`config.mk`:
```
export PLATFORM = sky130hd
export DESIGN_NAME = depth_range_scaler
export DESIGN_NICKNAME = d
export VERILOG_FILES = /design/src/hw/rtl/dsr_pkg.sv /design/src/hw/rtl/dsr_csr.sv /design/src/hw/rtl/dsr_datapath.sv /design/src/hw/rtl/dsr_ctrl.sv /design/src/hw/rtl/depth_range_scaler.sv
export SDC_FILE = /design/constraint.sdc
export NUM_CORES = 2
export LEC_CHECK = 0
export ABC_AREA = 1
export CORE_MARGIN = 3
export CORE_UTILIZATION = 61
export DETAILED_ROUTE_END_ITERATION = 10
export DONT_BUFFER_PORTS = 1
export GPL_TIMING_DRIVEN = 0
export HOLD_SLACK_MARGIN = 0.06
export PLACE_DENSITY_LB_ADDON = 0.15
export SYNTH_ARGS = -nofsm -noshare
export SYNTH_HDL_FRONTEND = slang
export SYNTH_HIERARCHICAL = 1
export SYNTH_SLANG_ARGS = --single-unit
```
`constraint.sdc`:
```
create_clock -name clock -period 16.3 [get_ports clock]
set_clock_uncertainty 0.2 [all_clocks]
set_input_delay 0.815 -clock clock [delete_from_list [all_inputs] [get_ports clock]]
set_output_delay 0.815 -clock clock [all_outputs]
set_load 0.005 [all_outputs]
```
`src/hw/rtl/dsr_pkg.sv`:
```
// Shared types, constants and codes for the depth range scaler.
// No dependencies; every other file of the block imports this package.
`timescale 1ns / 1ps

package dsr_pkg;

   // Fixed-point formats
   localparam int COORD_FRAC_BITS = 16;
   localparam int DIR_FRAC_BITS   = 30;
   localparam int DEPTH_W         = 32;
   localparam int PROD_W          = 65;   // 32-bit coordinate times 33-bit negated direction
   localparam int ACC_W           = 67;   // sum of three products
   localparam int SHIFTED_W       = ACC_W - DIR_FRAC_BITS;
   localparam int DSUM_W          = SHIFTED_W + 1;

   // Scale numerator and quotient widths
   localparam longint SCALE_BASE   = 267175328;
   localparam int     SCALE_BASE_W = 28;
   localparam int     NUM_W        = SCALE_BASE_W + COORD_FRAC_BITS;
   localparam int     SCALE_W      = 44;
   localparam int     QUO_EXT_W    = (NUM_W > SCALE_W) ? NUM_W : SCALE_W;
   localparam int     SPAN_W       = 31;
   localparam int     CNT_W        = $clog2(NUM_W);

   localparam logic [NUM_W-1:0] SCALE_NUMER = NUM_W'(SCALE_BASE) << COORD_FRAC_BITS;
   localparam logic [QUO_EXT_W-1:0] SCALE_MAX = QUO_EXT_W'((65'd1 << SCALE_W) - 65'd1);

   localparam logic signed [DEPTH_W-1:0] DEPTH_MAX = 32'sh7FFF_FFFF;
   localparam logic signed [DEPTH_W-1:0] DEPTH_MIN = 32'sh8000_0000;
   localparam logic signed [DEPTH_W-1:0] DEPTH_LSB = 32'sd1;

   // Result status codes
   localparam logic [1:0] STATUS_RANGE_SET  = 2'd0;
   localparam logic [1:0] STATUS_BEHIND     = 2'd1;
   localparam logic [1:0] STATUS_SPAN_SMALL = 2'd2;

   // Register map (index = byte address / 4)
   localparam int CSR_ADDR_W = 5;
   localparam logic [2:0] REG_VIEW_DIR_X   = 3'd0;
   localparam logic [2:0] REG_VIEW_DIR_Y   = 3'd1;
   localparam logic [2:0] REG_VIEW_DIR_Z   = 3'd2;
   localparam logic [2:0] REG_DEPTH_OFFSET = 3'd3;
   localparam logic [2:0] REG_SOLID_ONLY   = 3'd4;

   localparam logic signed [31:0] VIEW_DIR_Z_RESET = 32'sd1073741824;

   typedef enum logic [1:0] {
      AXIS_X,
      AXIS_Y,
      AXIS_Z
   } axis_type;

   typedef struct packed {
      logic signed [31:0] vert_x;
      logic signed [31:0] vert_y;
      logic signed [31:0] vert_z;
      logic               object_ready;
      logic               object_transparent;
      logic               last_vertex;
   } req_data_type;

   typedef struct packed {
      logic [30:0]        near_offset;
      logic [SCALE_W-1:0] depth_scale;
      logic [1:0]         status;
   } rsp_data_type;

   typedef struct packed {
      logic signed [31:0] view_dir_x;
      logic signed [31:0] view_dir_y;
      logic signed [31:0] view_dir_z;
      logic signed [31:0] camera_depth_offset;
      logic               solid_only;
   } cfg_type;

   // Controller to datapath
   typedef struct packed {
      logic     load;
      logic     mul_en;
      axis_type mul_sel;
      logic     acc_clr;
      logic     acc_en;
      logic     depth_en;
      logic     track_en;
      logic     eval_en;
      logic     div_step;
      logic     emit;
   } dsr_cmd_type;

   // Datapath to controller
   typedef struct packed {
      logic last;
      logic range_ok;
   } dsr_stat_type;

endpackage

```
`src/hw/rtl/dsr_csr.sv`:
```
// Configuration register file of the depth range scaler, on an APB-style port.
// Depends on dsr_pkg for the register map and the configuration struct.
`timescale 1ns / 1ps

module dsr_csr
   import dsr_pkg::*;
(
   input  logic                  clock,
   input  logic                  reset,
   input  logic                  psel,
   input  logic                  penable,
   input  logic                  pwrite,
   input  logic [CSR_ADDR_W-1:0] paddr,
   input  logic [31:0]           pwdata,
   output logic [31:0]           prdata,
   output logic                  pready,
   output cfg_type               cfg
);

   cfg_type    cfg_ff;
   logic       wr_en;
   logic [2:0] reg_idx;

   assign pready  = 1'b1;
   assign wr_en   = psel & penable & pwrite;
   assign reg_idx = paddr[CSR_ADDR_W-1:2];
   assign cfg     = cfg_ff;

   // Write on the access phase of a transfer
   always_ff @(posedge clock) begin
      if (reset) begin
         cfg_ff.view_dir_x          <= '0;
         cfg_ff.view_dir_y          <= '0;
         cfg_ff.view_dir_z          <= VIEW_DIR_Z_RESET;
         cfg_ff.camera_depth_offset <= '0;
         cfg_ff.solid_only          <= 1'b0;
      end else if (wr_en) begin
         case (reg_idx)
            REG_VIEW_DIR_X:   cfg_ff.view_dir_x          <= pwdata;
            REG_VIEW_DIR_Y:   cfg_ff.view_dir_y          <= pwdata;
            REG_VIEW_DIR_Z:   cfg_ff.view_dir_z          <= pwdata;
            REG_DEPTH_OFFSET: cfg_ff.camera_depth_offset <= pwdata;
            REG_SOLID_ONLY:   cfg_ff.solid_only          <= pwdata[0];
            default: ;
         endcase
      end
   end

   // Read back
   always_comb begin
      case (reg_idx)
         REG_VIEW_DIR_X:   prdata = cfg_ff.view_dir_x;
         REG_VIEW_DIR_Y:   prdata = cfg_ff.view_dir_y;
         REG_VIEW_DIR_Z:   prdata = cfg_ff.view_dir_z;
         REG_DEPTH_OFFSET: prdata = cfg_ff.camera_depth_offset;
         REG_SOLID_ONLY:   prdata = {31'd0, cfg_ff.solid_only};
         default:          prdata = '0;
      endcase
   end

endmodule

```
`src/hw/rtl/dsr_datapath.sv`:
```
// Datapath of the depth range scaler: shared multiplier, depth accumulator,
// near/far tracking, range evaluation and restoring divider. Depends on dsr_pkg.
`timescale 1ns / 1ps

module dsr_datapath
   import dsr_pkg::*;
(
   input  logic         clock,
   input  logic         reset,
   input  cfg_type      cfg,
   input  req_data_type req_data,
   input  dsr_cmd_type  cmd,
   output dsr_stat_type stat,
   output logic         rsp_valid,
   output rsp_data_type rsp_data
);

   // Vertex hold registers
   logic signed [31:0] x_ff, y_ff, z_ff;
   logic               counts_ff;
   logic               last_ff;

   // Arithmetic registers
   logic signed [PROD_W-1:0]  prod_ff;
   logic signed [ACC_W-1:0]   acc_ff;
   logic signed [DEPTH_W-1:0] depth_ff;
   logic signed [DEPTH_W-1:0] near_ff, far_ff;

   // Evaluation and division registers
   logic [1:0]        status_ff;
   logic [30:0]       near_off_ff;
   logic [SPAN_W-1:0] span_ff;
   logic [SPAN_W-1:0] rem_ff;
   logic [NUM_W-1:0]  quo_ff;

   logic         rsp_valid_ff;
   rsp_data_type rsp_data_ff;

   logic signed [31:0]         coord_sel;
   logic signed [31:0]         dir_sel;
   logic signed [32:0]         dir_neg;
   logic signed [PROD_W-1:0]   prod_in;
   logic signed [DSUM_W-1:0]   dsum;
   logic signed [DEPTH_W-1:0]  depth_in;
   logic signed [DEPTH_W-1:0]  near_clamp;
   logic signed [DEPTH_W:0]    span_wide;
   logic                       far_pos;
   logic                       span_pos;
   logic [1:0]                 status_code;
   logic [SPAN_W:0]            div_shifted;
   logic [SPAN_W+1:0]          div_diff;
   logic [QUO_EXT_W-1:0]       quo_ext;
   logic [SCALE_W-1:0]         scale_sat;

   // Select one axis for the shared multiplier
   always_comb begin
      case (cmd.mul_sel)
         AXIS_X: begin
            coord_sel = x_ff;
            dir_sel   = cfg.view_dir_x;
         end
         AXIS_Y: begin
            coord_sel = y_ff;
            dir_sel   = cfg.view_dir_y;
         end
         default: begin
            coord_sel = z_ff;
            dir_sel   = cfg.view_dir_z;
         end
      endcase
   end

   assign dir_neg = -{dir_sel[31], dir_sel};
   assign prod_in = coord_sel * dir_neg;

   // Floor shift of the exact sum, add offset, saturate to 32 bits
   assign dsum = {acc_ff[ACC_W-1], acc_ff[ACC_W-1:DIR_FRAC_BITS]}
                 + {{(DSUM_W-32){cfg.camera_depth_offset[31]}}, cfg.camera_depth_offset};

   always_comb begin
      if (dsum[DSUM_W-1:DEPTH_W-1] == '0 || dsum[DSUM_W-1:DEPTH_W-1] == '1) begin
         depth_in = dsum[DEPTH_W-1:0];
      end else if (dsum[DSUM_W-1]) begin
         depth_in = DEPTH_MIN;
      end else begin
         depth_in = DEPTH_MAX;
      end
   end

   // Range evaluation over the tracked depths
   assign far_pos    = far_ff >= DEPTH_LSB;
   assign near_clamp = (near_ff < DEPTH_LSB) ? DEPTH_LSB : near_ff;
   assign span_wide  = {far_ff[DEPTH_W-1], far_ff} - {near_clamp[DEPTH_W-1], near_clamp};
   assign span_pos   = span_wide > 0;

   always_comb begin
      if (!far_pos) begin
         status_code = STATUS_BEHIND;
      end else if (!span_pos) begin
         status_code = STATUS_SPAN_SMALL;
      end else begin
         status_code = STATUS_RANGE_SET;
      end
   end

   assign stat.last     = last_ff;
   assign stat.range_ok = far_pos & span_pos;

   // One restoring division step
   assign div_shifted = {rem_ff, quo_ff[NUM_W-1]};
   assign div_diff    = {1'b0, div_shifted} - {2'b00, span_ff};

   // Saturate the quotient to the scale width
   assign quo_ext   = QUO_EXT_W'(quo_ff);
   assign scale_sat = (quo_ext > SCALE_MAX) ? SCALE_MAX[SCALE_W-1:0] : quo_ext[SCALE_W-1:0];

   // Vertex capture and arithmetic pipeline
   always_ff @(posedge clock) begin
      if (cmd.load) begin
         x_ff      <= req_data.vert_x;
         y_ff      <= req_data.vert_y;
         z_ff      <= req_data.vert_z;
         counts_ff <= req_data.object_ready
                      & ~(cfg.solid_only & req_data.object_transparent);
         last_ff   <= req_data.last_vertex;
      end
      if (cmd.mul_en) begin
         prod_ff <= prod_in;
      end
      if (cmd.acc_clr) begin
         acc_ff <= '0;
      end else if (cmd.acc_en) begin
         acc_ff <= acc_ff + {{(ACC_W-PROD_W){prod_ff[PROD_W-1]}}, prod_ff};
      end
      if (cmd.depth_en) begin
         depth_ff <= depth_in;
      end
   end

   // Track nearest and farthest depth; restart the scene on evaluation
   always_ff @(posedge clock) begin
      if (reset || cmd.eval_en) begin
         near_ff <= DEPTH_MAX;
         far_ff  <= DEPTH_MIN;
      end else if (cmd.track_en && counts_ff) begin
         if (depth_ff < near_ff) begin
            near_ff <= depth_ff;
         end
         if (depth_ff > far_ff) begin
            far_ff <= depth_ff;
         end
      end
   end

   // Evaluate the scene and run the divider
   always_ff @(posedge clock) begin
      if (cmd.eval_en) begin
         status_ff   <= status_code;
         near_off_ff <= near_clamp[30:0];
         span_ff     <= span_wide[SPAN_W-1:0];
         rem_ff      <= '0;
         quo_ff      <= SCALE_NUMER;
      end else if (cmd.div_step) begin
         if (!div_diff[SPAN_W+1]) begin
            rem_ff <= div_diff[SPAN_W-1:0];
            quo_ff <= {quo_ff[NUM_W-2:0], 1'b1};
         end else begin
            rem_ff <= div_shifted[SPAN_W-1:0];
            quo_ff <= {quo_ff[NUM_W-2:0], 1'b0};
         end
      end
   end

   // Result register: one-cycle strobe
   always_ff @(posedge clock) begin
      if (reset) begin
         rsp_valid_ff <= 1'b0;
      end else begin
         rsp_valid_ff <= cmd.emit;
      end
      if (cmd.emit) begin
         rsp_data_ff.status <= status_ff;
         if (status_ff == STATUS_RANGE_SET) begin
            rsp_data_ff.near_offset <= near_off_ff;
            rsp_data_ff.depth_scale <= scale_sat;
         end else begin
            rsp_data_ff.near_offset <= '0;
            rsp_data_ff.depth_scale <= '0;
         end
      end
   end

   assign rsp_valid = rsp_valid_ff;
   assign rsp_data  = rsp_data_ff;

endmodule

```
`src/hw/rtl/dsr_ctrl.sv`:
```
// Controller of the depth range scaler: sequences multiply, accumulate, depth, track,
// evaluate and divide steps. Depends on dsr_pkg for the command and status structs.
`timescale 1ns / 1ps

module dsr_ctrl
   import dsr_pkg::*;
(
   input  logic         clock,
   input  logic         reset,
   input  logic         start,
   output logic         busy,
   input  dsr_stat_type stat,
   output dsr_cmd_type  cmd
);

   typedef enum logic [2:0] {
      S_IDLE,
      S_MUL,
      S_ACC,
      S_DEPTH,
      S_TRACK,
      S_EVAL,
      S_DIV,
      S_DONE
   } state_type;

   localparam logic [CNT_W-1:0] MUL_LAST = CNT_W'(2);
   localparam logic [CNT_W-1:0] DIV_LAST = CNT_W'(NUM_W - 1);

   state_type        state_ff;
   logic [CNT_W-1:0] cnt_ff;
   logic             busy_ff;

   // State, step counter and busy flag
   always_ff @(posedge clock) begin
      if (reset) begin
         state_ff <= S_IDLE;
         cnt_ff   <= '0;
         busy_ff  <= 1'b0;
      end else begin
         case (state_ff)
            S_IDLE: begin
               cnt_ff <= '0;
               if (start) begin
                  state_ff <= S_MUL;
                  busy_ff  <= 1'b1;
               end
            end
            S_MUL: begin
               if (cnt_ff == MUL_LAST) begin
                  state_ff <= S_ACC;
                  cnt_ff   <= '0;
               end else begin
                  cnt_ff <= cnt_ff + 1'b1;
               end
            end
            S_ACC:   state_ff <= S_DEPTH;
            S_DEPTH: state_ff <= S_TRACK;
            S_TRACK: begin
               if (stat.last) begin
                  state_ff <= S_EVAL;
               end else begin
                  state_ff <= S_IDLE;
                  busy_ff  <= 1'b0;
               end
            end
            S_EVAL: begin
               cnt_ff   <= '0;
               state_ff <= stat.range_ok ? S_DIV : S_DONE;
            end
            S_DIV: begin
               if (cnt_ff == DIV_LAST) begin
                  state_ff <= S_DONE;
               end else begin
                  cnt_ff <= cnt_ff + 1'b1;
               end
            end
            S_DONE: begin
               state_ff <= S_IDLE;
               busy_ff  <= 1'b0;
            end
            default: begin
               state_ff <= S_IDLE;
               busy_ff  <= 1'b0;
            end
         endcase
      end
   end

   assign busy = busy_ff;

   // Decode datapath commands from the state
   always_comb begin
      cmd          = '0;
      cmd.mul_sel  = axis_type'(cnt_ff[1:0]);
      case (state_ff)
         S_IDLE:  cmd.load = start;
         S_MUL: begin
            cmd.mul_en  = 1'b1;
            cmd.acc_clr = (cnt_ff == '0);
            cmd.acc_en  = (cnt_ff != '0);
         end
         S_ACC:   cmd.acc_en   = 1'b1;
         S_DEPTH: cmd.depth_en = 1'b1;
         S_TRACK: cmd.track_en = 1'b1;
         S_EVAL:  cmd.eval_en  = 1'b1;
         S_DIV:   cmd.div_step = 1'b1;
         S_DONE:  cmd.emit     = 1'b1;
         default: cmd          = '0;
      endcase
   end

endmodule

```
`src/hw/rtl/depth_range_scaler.sv`:
```
// Depth range scaler: per-scene nearest/farthest depth and depth scale.
// Each vertex holds busy through three shared multiplies, accumulate, depth and track;
// a new vertex is taken only while busy is low. On the last vertex the controller
// evaluates the range, runs the one-bit-per-cycle restoring divider (44 quotient bits
// at Q16.16) only if the range is set, then emits the strobe. Reset (synchronous)
// restores config, controller and strobe, clears the scene; no stall on results.
`timescale 1ns / 1ps

module depth_range_scaler
   import dsr_pkg::*;
(
   input  logic                  clock,
   input  logic                  reset,
   // vertex transfer
   input  logic                  start,
   output logic                  busy,
   input  req_data_type          req_data,
   // result transfer
   output logic                  rsp_valid,
   output rsp_data_type          rsp_data,
   // configuration
   input  logic                  psel,
   input  logic                  penable,
   input  logic                  pwrite,
   input  logic [CSR_ADDR_W-1:0] paddr,
   input  logic [31:0]           pwdata,
   output logic [31:0]           prdata,
   output logic                  pready
);

   cfg_type      cfg;
   dsr_cmd_type  cmd;
   dsr_stat_type stat;

   dsr_csr u_csr (
      .clock   (clock),
      .reset   (reset),
      .psel    (psel),
      .penable (penable),
      .pwrite  (pwrite),
      .paddr   (paddr),
      .pwdata  (pwdata),
      .prdata  (prdata),
      .pready  (pready),
      .cfg     (cfg)
   );

   dsr_ctrl u_ctrl (
      .clock (clock),
      .reset (reset),
      .start (start),
      .busy  (busy),
      .stat  (stat),
      .cmd   (cmd)
   );

   dsr_datapath u_datapath (
      .clock     (clock),
      .reset     (reset),
      .cfg       (cfg),
      .req_data  (req_data),
      .cmd       (cmd),
      .stat      (stat),
      .rsp_valid (rsp_valid),
      .rsp_data  (rsp_data)
   );

   // An accepted vertex always holds the block busy
   a_accept_busy: assert property (@(posedge clock) disable iff (reset)
      (start && !busy) |=> busy)
      else $error("busy not raised after an accepted vertex");

   // Result strobe lasts one cycle
   a_strobe_single: assert property (@(posedge clock) disable iff (reset)
      rsp_valid |=> !rsp_valid)
      else $error("result strobe held for more than one cycle");

   // A result only ends a period of work
   a_result_after_work: assert property (@(posedge clock) disable iff (reset)
      rsp_valid |-> $past(busy))
      else $error("result without preceding work");

   // Offset and scale are zero unless the range is set
   a_zero_unless_set: assert property (@(posedge clock) disable iff (reset)
      (rsp_valid && rsp_data.status != STATUS_RANGE_SET)
         |-> (rsp_data.near_offset == '0 && rsp_data.depth_scale == '0))
      else $error("non-zero offset or scale without a range");

endmodule
```
==> metrics.md <==
| Metric | Value |
|---|---|
| Mapped Cells | 10200 |
| # fillers | 10900 |
| Initial Util | 61.7% |
| Asr flop ratio synth | 0% |
| CTS tree | built |
| Row count | 131 |
| I/O pin count | 254 |
| Area growth from synthesis to layout | 7.58% |
| Routed Antenna Nets | 0 |
| Vias per cell | 5.94 |
| CTS max path bufs | 3 |
| Synth area leaders | fa_1, edfxtp_1, nand2_1 |
| Number of flops mapped to enable cells by yosys | 336 |
| Flops & latches, synth | 682 |
| Violated checks | max-capacitance violations, max-slew violations |
| Slowest cell on crit path | fa_1 |
| Reported max-cap violation count | 7 |
| Total GRT Usage | 46.9% |
| First-pass GRT wire length | 461000 um |
| DR iter-0 viols | 8611 |
| YS warnings | 6 |
| Final Util | 66.4% |
| Finish-stage setup viols | 0 |
| Worst Path Required | 16.44 ns |
| CP Data Arrival Time | 13.64 ns |
| Crit Path Category | reg -> reg |
| Crit Path Max Fanout | 15 |
| CTS Hold Bufs | 100 |
| Final worst path period share | 82.8% |
| Slew Viols, Final | 73 |
| Synth unique cells | 65 |
| WHS | 0.187 ns |
| CP startpoint | u_ctrl/cnt_ff[1] |
| Most frequent cells in the layout | nand2_1, inv_1, nor2_1 |
| Die X | 366 um |
| Vias in the first global route | 73500 |
| GR Overflow Total | 0 |
| Critical path capture point type | register |
| Total Routed Length | 316000 um |
| Buffers on Ports | 0 |
| Post-synthesis area per instance | 7.73 um^2 |
| R2r startpoint | u_ctrl/cnt_ff[1] |
| Drc violations | 0 |
| Seq/Total Area, Yosys | 21.5% |
| Fin crit period | 13.50 ns |
| Post-CTS Setup Repair Bufs | 0 |
| Routed wire per std cell | 25.8 um |
| Die area | 134000 um^2 |
| Hold Path Class | in -> reg |
| Commonest non-fill, non-tap cell in the layout | nand2_1 |
| Ys flop type | dfxtp_1 |
| Area after DPL | 81500 um^2 |
| Outcome | finished with violations |
| DR vias | 72600 |
| Setup TNS | 0 ns |
| Number of CTS-inserted buffers | 76 |
| Placer Congestion | 1.11 |
| CP Launch Type | register |
| RSZ-0062 raised after global routing | false |
| Clk Latency, worst-skew pair | 0.72 ns |
| Largest net degree at the start of global routing | 41 |
| Layout Nets | 12100 |
| Share of layout cells above drive strength 1 | 3.59% |
| Die Y | 366 um |
| Clock Pin Slew Worst Setup and Hold Paths | 0.07 ns |
| CTS root buffer | clkbuf_16 |
| Dominant cell type by area after synthesis | fa_1 |
| Mapped Area | 79100 um^2 |
| Worst Max-Slew Pin Slew | 1.62 ns |
| CTS Sinks | 682 |
| Synth top area share | 28.2% |
| Hold Fails Final Rpt | 0 |
| Cts repair resizes | 0 |
| Post-detail-place hpwl | 253000 um |
| Core Footprint | 128000 um^2 |
| Pre-Repair DR Iteration Count | 7 |
| Syn Nets | 11900 |
| Max Fclk | 74.1 MHz |
| CP max stage delay | 1.30 ns |
| Final Instance Area | 85100 um^2 |
| Worst slew margin | -8.09% |
| Hold_sp | req_data[2] |
| Initial antenna violation count | 12 |
| CTS H-tree lvls | 3 |
-- synthesized netlist by cell type, drive strengths merged, types with 17 or more instances --
master and n:
fa 1116, inv 2061, clkinv 17, nand3 440, o21bai 37, edfxtp 336, o21ai 282, o22a 29
xor2 109, a31oi 29, nand2 2122, dfxtp 346, or2 24, nor4 26, o21a 48, nor2 1667
nand4 112, and3 31, buf 139, xnor2 54, nor3 54, clkbuf 204, a21o 30, a21oi 431
ha 420
-- cells by family after synthesis --
logic type	share of synthesized area, %
AND/OR/NAND/NOR	23.2
buffers and inverters	11.9
adder cells (fa/ha/maj)	34.9
AO/OA/AOI/OAI	6.71
flip-flops	21.5
XOR/XNOR	1.84
other	0.00474
-- metal layers --
| metal | global-route usage, % | part of all wire [%] |
|---|---|---|
| met5 | 0 | 0.024 |
| met4 | 44.0 | 12 |
| met3 | 15.4 | 12 |
| met2 | 72.0 | 43 |
| met1 | 51.3 | 32 |
-- sequential cells by signal, summed over array words and instances (netlist names), 32 cells and up --
name / cells
u_datapath/rsp_data: 77
u_datapath/far_ff: 32
u_datapath/prod_ff: 65
u_datapath/depth_ff: 32
u_datapath/x_ff: 32
u_datapath/quo_ext: 44
u_datapath/acc_ff: 67
u_datapath/z_ff: 32
u_datapath/near_ff: 32
u_csr/cfg: 129
u_datapath/y_ff: 32
-- worst max-delay path, delay by kind of cell, from the launching register on --
family          cells  cell delay, ns
buf+inv            12            3.03
flops               1            0.35
fa+ha+maj          10            6.11
compound gates      2            0.43
simple gates       15            2.94
-- cell type report --
class | count | area [um^2] | share of cell area [%]
clock buffer | 99 | 2070 | 2.43
timing repair buffer | 110 | 1200 | 1.41
clock inverter | 41 | 515 | 0.606
buffer | 343 | 1580 | 1.86
multi-input combinational | 7134 | 52700 | 62.0
sequential | 682 | 17000 | 20.0
tap | 1729 | 2160 | 2.54
antenna | 4 | 10.0 | 0.0118
inverter | 2078 | 7810 | 9.17
-- path summary, 6_finish.rpt --
check                           end  slack [ns]  cells after the start
min reg2reg  u_datapath/near_ff[25]        0.26                      2
max reg2reg  u_datapath/prod_ff[62]        2.80                     39
max          u_datapath/prod_ff[62]        2.80                     39
min            u_datapath/counts_ff        0.19                      1
-- metrics by stage --
stage	cells	worst slack, ns
3_5_place_dp	12000	3.56
5_1_grt	12200	2.67
4_1_cts	12200	3.49
3_3_place_gp	12000	3.75
6_report	12200	2.80
2_1_floorplan	10200	6.91
Power is not shown: default switching activity piles up to over one toggle a cycle in this logic, so the estimate is an artifact.
